<file path="config.mk">
export PLATFORM = sky130hd
export DESIGN_NAME = keyword_number_tokenizer
export DESIGN_NICKNAME = d
export VERILOG_FILES = /design/src/design/kwt_pkg.sv /design/src/design/keyword_number_tokenizer.sv /design/src/design/kwt_res_queue.sv
export SDC_FILE = /design/constraint.sdc
export NUM_CORES = 2
export LEC_CHECK = 0
export BUFFER_PORTS_ARGS = -buffer_cell sky130_fd_sc_hd__clkbuf_2
export CAP_MARGIN = 20
export CORE_MARGIN = 2
export CORE_UTILIZATION = 65
export DETAILED_ROUTE_END_ITERATION = 10
export PLACE_DENSITY = 0.8
export SYNTH_ARGS = -nofsm -noshare
export SYNTH_HDL_FRONTEND = slang
export SYNTH_SLANG_ARGS = --single-unit
</file>
<file path="constraint.sdc">
create_clock -name clk -period 40.6 [get_ports clk]
set_input_delay 2.03 -clock clk [delete_from_list [all_inputs] [get_ports clk]]
set_output_delay 2.03 -clock clk [all_outputs]
set_load 0.03 [all_outputs]
</file>
<file path="src/design/kwt_pkg.sv">
// Shared types and constants of the keyword and number tokenizer.
package kwt_pkg;

  // Width of the internal line and column counters.
  localparam int PosBits = 32;

  // Width of the line and column fields on the result port.
  localparam int OutPosBits = 32;

  // Depth of the result queue and the widths that follow from it.
  localparam int QDepth = 4;
  localparam int QPtrBits = $clog2(QDepth);
  localparam int QCntBits = $clog2(QDepth + 1);

  // Result kinds.
  localparam logic [2:0] KIND_NUMBER = 3'd0;
  localparam logic [2:0] KIND_KW1    = 3'd1;
  localparam logic [2:0] KIND_KW2    = 3'd2;
  localparam logic [2:0] KIND_EOF    = 3'd3;
  localparam logic [2:0] KIND_ERROR  = 3'd4;

  // Error codes.
  localparam logic [1:0] ERR_NONE     = 2'd0;
  localparam logic [1:0] ERR_WORD     = 2'd1;
  localparam logic [1:0] ERR_BYTE     = 2'd2;
  localparam logic [1:0] ERR_RANGE    = 2'd3;

  // One result item as it sits in the queue.
  typedef struct packed {
    logic [2:0]            kind;
    logic [63:0]           value;
    logic [OutPosBits-1:0] line;
    logic [OutPosBits-1:0] column;
    logic [1:0]            error_code;
    logic [7:0]            bad_byte;
    logic                  last;
  } res_t;

endpackage

</file>
<file path="src/design/keyword_number_tokenizer.sv">
// Tokenizer for signed decimal numbers and two keywords, one source byte per item.
//
// Each input item is one source byte or the end marker and is decoded in the cycle it is
// accepted; while the input is ready the block takes one item per clock. An item gives
// zero, one or two result items, which go into a four-entry result queue whose head
// drives the result port; a result is registered into the queue, so it reaches the port
// at the earliest in the cycle after its input item is accepted. The input is ready while
// at least two queue entries are free, so a steady rate of one item per cycle holds as
// long as results are taken as fast as they arise. After reset the block is ready at once.
module keyword_number_tokenizer
  import kwt_pkg::*;
(
  input  logic               clk,
  input  logic               rst_n,
  input  logic               in_valid,
  output logic               in_ready,
  input  logic               in_func,
  input  logic [7:0]         in_byte_req,
  output logic               out_valid,
  input  logic               out_ready,
  output logic [2:0]         out_kind,
  output logic signed [63:0] out_value,
  output logic [31:0]        out_line,
  output logic [31:0]        out_column,
  output logic [1:0]         out_error_code,
  output logic [7:0]         out_bad_byte,
  output logic               out_last
);

  // Tokenizer modes.
  localparam logic [2:0] M_IDLE    = 3'd0;
  localparam logic [2:0] M_COMMENT = 3'd1;
  localparam logic [2:0] M_MINUS   = 3'd2;
  localparam logic [2:0] M_NUMBER  = 3'd3;
  localparam logic [2:0] M_WORD    = 3'd4;
  localparam logic [2:0] M_ERROR   = 3'd5;

  localparam logic [7:0] CH_HASH  = 8'h23;
  localparam logic [7:0] CH_MINUS = 8'h2D;
  localparam logic [7:0] CH_LF    = 8'h0A;

  localparam logic [63:0] LimMag    = 64'h8000_0000_0000_0000;
  localparam logic [63:0] LimDiv10  = LimMag / 10;
  localparam logic [PosBits-1:0] PosMax = '1;
  localparam logic [PosBits-1:0] PosOne = PosBits'(1);
  localparam int ExtBits = (PosBits > OutPosBits) ? PosBits : OutPosBits;

  // Spellings of the two keywords; the second is padded to eight bytes.
  localparam logic [7:0] KW1 [8] = '{8'h61, 8'h68, 8'h6C, 8'h65, 8'h6C, 8'h65, 8'h6C, 8'h65};
  localparam logic [7:0] KW2 [8] = '{8'h61, 8'h68, 8'h6C, 8'h65, 8'h6C, 8'h61, 8'h73, 8'h00};

  // Clamp a position to the width of the result port.
  function automatic logic [OutPosBits-1:0] clamp_pos(input logic [PosBits-1:0] p);
    logic [ExtBits-1:0] pe;
    logic [ExtBits-1:0] lim;
    begin
      pe  = ExtBits'(p);
      lim = ExtBits'({OutPosBits{1'b1}});
      clamp_pos = (pe > lim) ? OutPosBits'(lim) : OutPosBits'(pe);
    end
  endfunction

  // Accumulate one decimal digit; the top bit of the result is the overflow flag.
  function automatic logic [64:0] add_digit(input logic [63:0] mag, input logic ovf,
                                            input logic [7:0] b);
    logic [63:0] prod;
    begin
      prod = (mag << 3) + (mag << 1) + {60'd0, b[3:0]};
      if (ovf || (mag > LimDiv10)) begin
        add_digit = {1'b1, mag};
      end else begin
        add_digit = {(prod > LimMag), prod};
      end
    end
  endfunction

  // Track one letter against both keywords; returns {length, candidates}.
  function automatic logic [5:0] add_letter(input logic [3:0] len, input logic [1:0] cand,
                                            input logic [7:0] b);
    logic [1:0] c;
    logic [3:0] l;
    begin
      c = cand;
      if (!((len < 4'd8) && (KW1[len[2:0]] == b))) c[0] = 1'b0;
      if (!((len < 4'd7) && (KW2[len[2:0]] == b))) c[1] = 1'b0;
      l = (len < 4'd15) ? (len + 4'd1) : len;
      add_letter = {l, c};
    end
  endfunction

  // Build one result item.
  function automatic res_t make_res(input logic [2:0] kind, input logic [63:0] value,
                                    input logic [1:0] code, input logic [7:0] bad,
                                    input logic [PosBits-1:0] sl,
                                    input logic [PosBits-1:0] sc);
    res_t r;
    begin
      r.kind       = kind;
      r.value      = value;
      r.line       = clamp_pos(sl);
      r.column     = clamp_pos(sc);
      r.error_code = code;
      r.bad_byte   = bad;
      r.last       = 1'b0;
      make_res     = r;
    end
  endfunction

  logic [2:0]         mode_r, mode_nxt;
  logic [63:0]        mag_r, mag_nxt;
  logic               neg_r, neg_nxt;
  logic               ovf_r, ovf_nxt;
  logic [3:0]         wlen_r, wlen_nxt;
  logic [1:0]         cand_r, cand_nxt;
  logic [PosBits-1:0] cur_line_r, cur_line_nxt;
  logic [PosBits-1:0] cur_col_r, cur_col_nxt;
  logic [PosBits-1:0] start_line_r, start_line_nxt;
  logic [PosBits-1:0] start_col_r, start_col_nxt;

  res_t       res [2];
  logic [1:0] res_n;
  logic       accept;
  logic       room_for_two;
  logic       head_valid;
  res_t       head_data;

  assign in_ready = room_for_two;
  assign accept   = in_valid && in_ready;

  // Decode one item: finish a pending token, start a new one, move the position.
  always_comb begin
    logic       fin;
    logic       st;
    logic       is_digit;
    logic       is_alpha;
    logic       is_space;
    logic [7:0] b;
    logic [64:0] dig;
    logic [5:0]  let_r;

    b        = in_byte_req;
    is_digit = b inside {[8'h30:8'h39]};
    is_alpha = b inside {[8'h41:8'h5A], [8'h61:8'h7A]};
    is_space = b inside {8'h20, [8'h09:8'h0D]};

    mode_nxt       = mode_r;
    mag_nxt        = mag_r;
    neg_nxt        = neg_r;
    ovf_nxt        = ovf_r;
    wlen_nxt       = wlen_r;
    cand_nxt       = cand_r;
    cur_line_nxt   = cur_line_r;
    cur_col_nxt    = cur_col_r;
    start_line_nxt = start_line_r;
    start_col_nxt  = start_col_r;
    res[0]         = '0;
    res[1]         = '0;
    res_n          = 2'd0;
    fin            = 1'b0;
    st             = 1'b0;
    dig            = '0;
    let_r          = '0;

    // Mode step for a source byte; the end marker only completes what is pending.
    if (in_func) begin
      fin = (mode_r == M_NUMBER) || (mode_r == M_WORD);
    end else begin
      case (mode_r)
        M_ERROR: begin
        end
        M_COMMENT: begin
          if (b == CH_LF) mode_nxt = M_IDLE;
        end
        M_MINUS: begin
          if (is_digit) begin
            mode_nxt = M_NUMBER;
            dig      = add_digit(mag_r, ovf_r, b);
            ovf_nxt  = dig[64];
            mag_nxt  = dig[63:0];
          end else begin
            mode_nxt = M_IDLE;
            st       = 1'b1;
          end
        end
        M_NUMBER: begin
          if (is_digit) begin
            dig     = add_digit(mag_r, ovf_r, b);
            ovf_nxt = dig[64];
            mag_nxt = dig[63:0];
          end else begin
            fin = 1'b1;
            st  = 1'b1;
          end
        end
        M_WORD: begin
          if (is_alpha) begin
            let_r    = add_letter(wlen_r, cand_r, b);
            wlen_nxt = let_r[5:2];
            cand_nxt = let_r[1:0];
          end else begin
            fin = 1'b1;
            st  = 1'b1;
          end
        end
        default: begin
          mode_nxt = M_IDLE;
          st       = 1'b1;
        end
      endcase
    end

    // Complete a pending number or word.
    if (fin) begin
      if (mode_r == M_NUMBER) begin
        if (ovf_r || (!neg_r && mag_r[63])) begin
          res[res_n[0]] = make_res(KIND_ERROR, '0, ERR_RANGE, '0, start_line_r, start_col_r);
          mode_nxt      = M_ERROR;
        end else begin
          res[res_n[0]] = make_res(KIND_NUMBER, neg_r ? (64'd0 - mag_r) : mag_r, ERR_NONE,
                                   '0, start_line_r, start_col_r);
          mode_nxt      = M_IDLE;
        end
      end else begin
        if (cand_r[0] && (wlen_r == 4'd8)) begin
          res[res_n[0]] = make_res(KIND_KW1, '0, ERR_NONE, '0, start_line_r, start_col_r);
          mode_nxt      = M_IDLE;
        end else if (cand_r[1] && (wlen_r == 4'd7)) begin
          res[res_n[0]] = make_res(KIND_KW2, '0, ERR_NONE, '0, start_line_r, start_col_r);
          mode_nxt      = M_IDLE;
        end else begin
          res[res_n[0]] = make_res(KIND_ERROR, '0, ERR_WORD, '0, start_line_r, start_col_r);
          mode_nxt      = M_ERROR;
        end
      end
      res_n = res_n + 2'd1;
    end

    // Handle the byte as one that arrives between tokens.
    if (st && (mode_nxt != M_ERROR) && !is_space) begin
      start_line_nxt = cur_line_r;
      start_col_nxt  = cur_col_r;
      if (b == CH_HASH) begin
        mode_nxt = M_COMMENT;
      end else if (is_digit) begin
        mode_nxt = M_NUMBER;
        neg_nxt  = 1'b0;
        dig      = add_digit('0, 1'b0, b);
        ovf_nxt  = dig[64];
        mag_nxt  = dig[63:0];
      end else if (b == CH_MINUS) begin
        mode_nxt = M_MINUS;
        neg_nxt  = 1'b1;
        ovf_nxt  = 1'b0;
        mag_nxt  = '0;
      end else if (is_alpha) begin
        mode_nxt = M_WORD;
        let_r    = add_letter(4'd0, 2'b11, b);
        wlen_nxt = let_r[5:2];
        cand_nxt = let_r[1:0];
      end else begin
        res[res_n[0]] = make_res(KIND_ERROR, '0, ERR_BYTE, b, cur_line_r, cur_col_r);
        res_n         = res_n + 2'd1;
        mode_nxt      = M_ERROR;
      end
    end

    // End of source gives the end-of-file item and returns to the reset state.
    if (in_func) begin
      res[res_n[0]]  = make_res(KIND_EOF, '0, ERR_NONE, '0, cur_line_r, cur_col_r);
      res_n          = res_n + 2'd1;
      mode_nxt       = M_IDLE;
      mag_nxt        = '0;
      neg_nxt        = 1'b0;
      ovf_nxt        = 1'b0;
      wlen_nxt       = '0;
      cand_nxt       = 2'b11;
      cur_line_nxt   = PosOne;
      cur_col_nxt    = PosOne;
      start_line_nxt = PosOne;
      start_col_nxt  = PosOne;
    end else if (b == CH_LF) begin
      if (cur_line_r != PosMax) cur_line_nxt = cur_line_r + PosOne;
      cur_col_nxt = PosOne;
    end else if (cur_col_r != PosMax) begin
      cur_col_nxt = cur_col_r + PosOne;
    end

    // Mark the final result of this item.
    if (res_n == 2'd2) begin
      res[1].last = 1'b1;
    end else if (res_n == 2'd1) begin
      res[0].last = 1'b1;
    end
  end

  // Tokenizer state.
  always_ff @(posedge clk) begin
    if (!rst_n) begin
      mode_r       <= M_IDLE;
      mag_r        <= '0;
      neg_r        <= 1'b0;
      ovf_r        <= 1'b0;
      wlen_r       <= '0;
      cand_r       <= 2'b11;
      cur_line_r   <= PosOne;
      cur_col_r    <= PosOne;
      start_line_r <= PosOne;
      start_col_r  <= PosOne;
    end else if (accept) begin
      mode_r       <= mode_nxt;
      mag_r        <= mag_nxt;
      neg_r        <= neg_nxt;
      ovf_r        <= ovf_nxt;
      wlen_r       <= wlen_nxt;
      cand_r       <= cand_nxt;
      cur_line_r   <= cur_line_nxt;
      cur_col_r    <= cur_col_nxt;
      start_line_r <= start_line_nxt;
      start_col_r  <= start_col_nxt;
    end
  end

  // Result queue in front of the result port.
  kwt_res_queue u_queue (
    .clk          (clk),
    .rst_n        (rst_n),
    .push_n       (accept ? res_n : 2'd0),
    .push_data    (res),
    .pop          (out_ready),
    .head_valid   (head_valid),
    .head_data    (head_data),
    .room_for_two (room_for_two)
  );

  assign out_valid      = head_valid;
  assign out_kind       = head_data.kind;
  assign out_value      = signed'(head_data.value);
  assign out_line       = head_data.line;
  assign out_column     = head_data.column;
  assign out_error_code = head_data.error_code;
  assign out_bad_byte   = head_data.bad_byte;
  assign out_last       = head_data.last;

endmodule

</file>
<file path="src/design/kwt_res_queue.sv">
// Small result queue that takes up to two items per cycle and gives one.
module kwt_res_queue
  import kwt_pkg::*;
(
  input  logic       clk,
  input  logic       rst_n,
  input  logic [1:0] push_n,
  input  res_t       push_data [2],
  input  logic       pop,
  output logic       head_valid,
  output res_t       head_data,
  output logic       room_for_two
);

  res_t                entry_r [QDepth];
  logic [QPtrBits-1:0] wptr_r, wptr_nxt;
  logic [QPtrBits-1:0] rptr_r, rptr_nxt;
  logic [QCntBits-1:0] count_r, count_nxt;
  logic [QPtrBits-1:0] wptr_plus1;
  logic                do_pop;

  assign head_valid   = (count_r != '0);
  assign head_data    = entry_r[rptr_r];
  assign room_for_two = (count_r <= QCntBits'(QDepth - 2));
  assign do_pop       = pop && head_valid;
  assign wptr_plus1   = wptr_r + QPtrBits'(1);

  // Pointer and fill count update.
  always_comb begin
    wptr_nxt  = wptr_r + QPtrBits'(push_n);
    rptr_nxt  = do_pop ? (rptr_r + QPtrBits'(1)) : rptr_r;
    count_nxt = count_r + QCntBits'(push_n) - QCntBits'(do_pop);
  end

  always_ff @(posedge clk) begin
    if (!rst_n) begin
      wptr_r  <= '0;
      rptr_r  <= '0;
      count_r <= '0;
    end else begin
      wptr_r  <= wptr_nxt;
      rptr_r  <= rptr_nxt;
      count_r <= count_nxt;
    end
  end

  // Storage: the first new item goes to the write pointer, a second one just after it.
  always_ff @(posedge clk) begin
    if (push_n != 2'd0) begin
      entry_r[wptr_r] <= push_data[0];
    end
    if (push_n == 2'd2) begin
      entry_r[wptr_plus1] <= push_data[1];
    end
  end

endmodule

</file>
[Word level (Yosys, flattened, before mapping)]
Memories as Yosys holds them, arrays and structs flattened. A register that Yosys moved wholly into a read port is not among the register bits.
Cells that the tools add are included.
Storage, ports and cells
  bits in registers: 210
  bits in latches: 0
  RAM bits: 568
  memory bits (read-only): 128
  input port bits: 13
  output and inout port bits: 144
  word-level logic and storage cells: 227
  memories kept: 3
Memory list
  u_queue.entry_r: words 4, width 142, read ports 1, clocked after Yosys merged registers in 1, wr ports 2, RTL line kwt_res_queue.sv:15  | res_t entry_r [QDepth];
  (no name shown): words 8, width 8, read ports 1, clocked after Yosys merged registers in 0, wr ports 0, RTL line keyword_number_tokenizer.sv:85  | if (!((len < 4'd7) && (KW2[len[2:0]] == b))) c[1] = 1'b0;
  (no name shown): words 8, width 8, read ports 1, clocked after Yosys merged registers in 0, wr ports 0, RTL line keyword_number_tokenizer.sv:84  | if (!((len < 4'd8) && (KW1[len[2:0]] == b))) c[0] = 1'b0;
Operators by class
  $add $sub $neg: 13
  multipliers: 0
  div/mod/pow operators: 0
  order comparisons: 24
  equality and inequality tests: 21
  shifts and indexed selects: 0
  muxes and demuxes: 114
  bitwise gates (word level): 3
  reduce and logical (&&, ||, !) cells: 36
Operators with widths (count)
  $mux W284: 6
  $mux W142: 7
  $bwmux W284: 2
  $mux W64: 8
  $mux W32: 14
  $demux W142 S1: 2
  $gt A32 B32 Y1 const B: 4
  $mux W65: 1
  $add A32 B1 Y32 const B: 2
  $add A64 B4 Y64: 1
  $add A64 B64 Y64: 1
  $gt A4 B64 Y1 const B: 1
  $gt A64 B60 Y1 const B: 1
  $gt A64 B64 Y1 const B: 1
  $ne A32 B32 Y1 const B: 2
  $sub A1 B64 Y64 const A: 1
  $mux W2: 18
  $mux W3: 12
  $mux W4: 9
  $mux W8: 4
  $mux W1: 28
  $eq A8 B6 Y1 const B: 3
  $eq A8 B8 Y1: 2
  $ge A8 B7 Y1 const B: 2
  other kinds (42): 79

[Longest topological paths before layout]
  depth in word-level cells: 22
  gate-level depth with buffers: 24
  gate-level depth less buffers: 22

[Hierarchy]
Synthesis repeated with hierarchy kept, for this count alone.
Unflattened totals
  cells, all modules: 3744
  area, all modules: 44560.2 sq um
Modules (own cells, without submodules)
  kwt_res_queue: instances 1, cells each 1423, area an instance 27696.6 sq um, sequential area each 17236.5 sq um
  keyword_number_tokenizer: instances 1, cells each 2321, area an instance 16863.7 sq um, sequential area each 4063.9 sq um

[Least setup slack after synthesis]
No wires, ideal clock.
  path kind: in2reg
  from: input in_byte_req[0]
  to: memory u_queue.entry_r[0][0] (netlist name), enable pin
  setup time: 839 ps
  data arrival time: 15597 ps
  required time: 39761 ps
  path slack: 24163 ps
  stages on the path: 18
  path buffers: 3
  cells stage by stage: buf_2 -> or4_1 -> o22ai_2 -> o21ai_0 -> a22o_1 -> buf_2 -> inv_2 -> o31ai_1 -> a211oi_4 -> nand2_1 -> nor2_1 -> o21ai_0 -> ha_1 -> buf_1 -> nand2_1 -> nand2_1 -> nand2_1 -> o21ai_0
RTL lines
  start, declared: RTL line keyword_number_tokenizer.sv:18  | input logic [7:0] in_byte_req,
  end, declared: RTL line kwt_res_queue.sv:15

==> summary.txt <==
Run status
  – Status: finished, final reports clean

Setup path
  – CP Data Required Time: between 40 and 50 ns
  – Largest fanout of any net on the critical path: 67
  – Critical setup path kind: primary input to register
  – Cells along the critical path: clkbuf_2 -> nor4bb_1 -> nand2_1 -> a221oi_2 -> o31ai_1 -> a211oi_4 -> nand2_1 -> nor2_1 -> nand2_1 -> o21ai_0 -> inv_1 -> ha_1 -> nand2b_1 -> nor2_1 -> a31oi_4 -> nor2_1 -> nand3_1 -> o21ai_4 -> buf_4
  – Nature of the critical path endpoint: register
  – Worst path arrival time: between 8 and 9 ns
  – Register-to-register setup slack: ~34 ns
  – Stage delay of the slowest cell on the critical path: approximately 0.89 ns
  – Cell at the slowest stage of the critical path: sky130_fd_sc_hd__buf_4
  – Startpoint type of the worst setup path: primary input

Timing
  – Hold Violations, Final: 0
  – Maximum frequency from static timing analysis: approximately 0.12 GHz
  – Sum of negative setup slack: 0 ns
  – Final clock period utilization by the worst path: around a fifth
  – RSZ-0062 raised after global routing: no
  – Setup skew after layout: approximately 0.02 ns
  – Worst Max-Slew Pin Slew: 1.068 ns
  – Count of endpoints failing setup in the final report: 0
  – Final max-slew violation count: 0
  – Min Tclk post-route: 8.152 ns
  – Slew Limit Headroom: approximately 29%

Power and ir drop
  – Cell-internal power: about 0.0016 W
  – Power density over cell area: 51.75 mW/mm^2
  – Leakage power summed over all cells: 16.76 nW
  – Maximum VDD drop: ~46 uV
  – Combinational fraction of design power: around 25%
  – Power spent charging and discharging nets: about 0.00076 W
  – Share of power burned in registers: 42.7%
  – Part of the total power dissipated in the clock network: a little under a third
  – Post-layout total power: between 0.002 and 0.0025 W
  – Switching fraction of total power: 32.54%

Place
  – Buffers added on ports: 156
  – Placed inst area: roughly 0.043 mm^2
  – RD Place Congestion: 0.9835
  – Detail Placement HPWL: approximately 67000 um

Floorplan
  – Area of the placeable core: about 0.063 mm^2
  – Starting density of the core: 65.95%
  – Vertical die dimension: 257.2 um
  – Horizontal die dimension: 257.2 um
  – Die Area: between 0.06 and 0.07 mm^2
  – Boundary Pins: around 160
  – FP Rows: between 90 and 100

Clock network
  – Clock slew at the register clock pins of the worst setup and hold paths: approximately 0.06 ns
  – Number of buffers inserted by hold repair at cts: 0
  – Number of post-CTS setup repair buffers: 0
  – Clock root buffer: sky130_fd_sc_hd__clkbuf_16
  – Number of H-tree levels: 3
  – Resized Gates After CTS: 0
  – TritonCTS Buffers: 80
  – Clock tree from TritonCTS: done
  – Max Root-Sink Buffers: 3
  – Clock network latency to the later pin of the worst-skew pair: approximately 0.65 ns
  – Sink count of the clock tree: about 800

Detailed routing
  – Detailed-route via count: ~32k
  – Post-Route WL: ~110000 um
  – Number of remaining DRC errors: 0
  – Post-detailed-route count of antenna-violating nets: 0
  – Average detailed-routed wire length per instance: between 20 and 25 um
  – Iter 0 DRT Violations: roughly 3.8k
  – Number of vias per cell: 6.697
  – Number of detailed-routing iterations run before antenna repair: 6

Synthesis
  – Most used flip-flop cell after synthesis: sky130_fd_sc_hd__edfxtp_1
  – Synthesized netlist net count: a little over 4k
  – Post-Synthesis Cells: around 3.9k
  – Share of synthesized area occupied by flip-flops and latches: roughly 51%
  – Yosys Warn Count: 0
  – Number of enable flip-flop cells after synthesis: ~570
  – Netlist Area Pre-Place: approximately 0.042 mm^2
  – Number of distinct library cells after synthesis: 94
  – Synthesis-stage register bit count: 780
  – Ys async rst share: 0%
  – Post-synthesis area per instance: 10.60 um^2

Global route
  – Global routing usage on met1: a little under half
  – GR Util met3: about 6.9%
  – Vias in the first global route: 30.72k
  – Layer with the highest usage after global routing: met2
  – Wire length of the first global-routing pass: 174300 um
  – Met2 Use GR: approximately 53%
  – Initial antenna violation count: 1
  – Remaining global-route overflow: 0
  – Largest net degree at the start of global routing: ~200
  – Overall Global Routing Usage: 33.61%

Cells and area
  – Final instance area: approximately 0.045 mm^2
  – Syn-to-layout area delta: 8.943%
  – Share of the core filled with cells in the final layout: between 70% and 80%
  – Number of inserted diodes: 0
  – Ratio of cells with drive above 1 in the final layout: 12.66%
  – Number of nets in the layout: slightly above 4k

Min path
  – Hold Crit Class: register to register

Job
  – Maximum capacitance violations: 0
==> state kept, by name (all words and copies together), names as in the netlist, 2 cells and up, named ones only <==
name / flops
cand_r: 2
cur_col_r: 32
cur_line_r: 32
mag_r: 64
mode_r: 3
start_col_r: 32
start_line_r: 32
u_queue.count_r: 3
u_queue.entry_r: 568
u_queue.rptr_r: 2
u_queue.wptr_r: 2
wlen_r: 4
==> final timing paths <==
path,startpoint,to,cells past startpoint
max,in_byte_req[5],u_queue.entry_r[0][93]$_SDFFCE_PP0P_,19
min reg2reg,cand_r[1]$_SDFFE_PN1P_,cand_r[1]$_SDFFE_PN1P_,1
max reg2reg,wlen_r[1]$_SDFFE_PN0P_,u_queue.entry_r[0][93]$_SDFFCE_PP0P_,20
min,cand_r[1]$_SDFFE_PN1P_,cand_r[1]$_SDFFE_PN1P_,1
==> final cells by class <==
type,count,area (um^2)
inverters,42,157.7
fillers,4270,17790
multi-input cells,2824,19100
clock buffers,118,2331
clock inverters,32,337.8
flip-flops and latches,780,21310
repair buffers,186,1114
well taps,846,1059
==> cell families (layout without fill, tap and decap cells) <==
family	after synthesis	count (layout)	synth area share, %
buffers and inverters	328	378	3.269
flip-flops	780	780	51.11
adder cells (fa/ha/maj)	139	139	4.227
AO/OA/AOI/OAI	889	889	13.48
XOR/XNOR	171	171	3.594
AND/OR/NAND/NOR	1479	1479	16.55
multiplexers	146	146	7.769
==> power by group through the flow <==
| stage | sequential [W] | combinational [W] | clock [W] |
|---|---|---|---|
| after CTS | 0.00100 | 0.000597 | 0.000753 |
| after global routing | 0.00101 | 0.000622 | 0.000783 |
| after global placement | 0.00101 | 0.000592 | 0 |
| after floorplan | 0.00102 | 0.000431 | 0 |
| final | 0.00100 | 0.000598 | 0.000750 |
| after detailed placement | 0.00102 | 0.000594 | 0 |
==> critical path, delay by kind of cell <==
family                     cells  cell delay [ns]
AOI/OAI and AO/OA              6             2.12
adders and majority gates      1             0.28
buffers and inverters          3             1.14
and+or+nand+nor                9             2.74
==> per-layer routing <==
metal  up-vias  share of wire [%]
met5         -                  0
met4         0                3.2
met3       241                 11
met2      1965                 47
met1     15620                 39
li1      14500                  -
==> through the flow <==
stage | hold slack (ns) | std cells | setup slack (ns)
6_report | 0.4928 | 4828 | 32.45
4_1_cts | 0.4926 | 4826 | 32.46
3_5_place_dp | 0.4746 | 4676 | 31.81
2_1_floorplan | 0.4420 | 3932 | 24.16
3_3_place_gp | 0.4602 | 4676 | 31.93
5_1_grt | 0.5104 | 4828 | 32.05
==> synth_stat cells, drive strengths merged (77+ instances only) <==
cell      n  share of area, %
dfxtp   212                10
nor3     78              0.94
edfxtp  568                41
a22o     83               1.7
xor2     77               1.6
buf     114               1.3
nor2    657               5.9
clkbuf  172               1.6
mux4    142               7.7
xnor2    94               2.0
o21ai   151               1.8
ha      136               4.1
a21oi   381               4.6
nand2   325               3.0
==> cells in the final DEF, fill, tap and decap left out, drive strengths merged, types with 13 or more instances in the layout <==
master,count
a21o,33
nor2b,75
nand4,68
buf,29
inv,45
nor3,78
xnor2,94
mux4,142
nand2,325
nand2b,17
a22oi,69
nor2,657
edfxtp,568
a21oi,381
a211oi,16
or4,17
nor4,28
o21ai,151
ha,136
a22o,83
o211ai,18
and2,48
and3,25
nand3,55
clkinv,22
or3,24
o31ai,24
and4,14
dfxtp,212
a31oi,13
xor2,77
clkbuf,275
(Power assumes the default switching activity.)
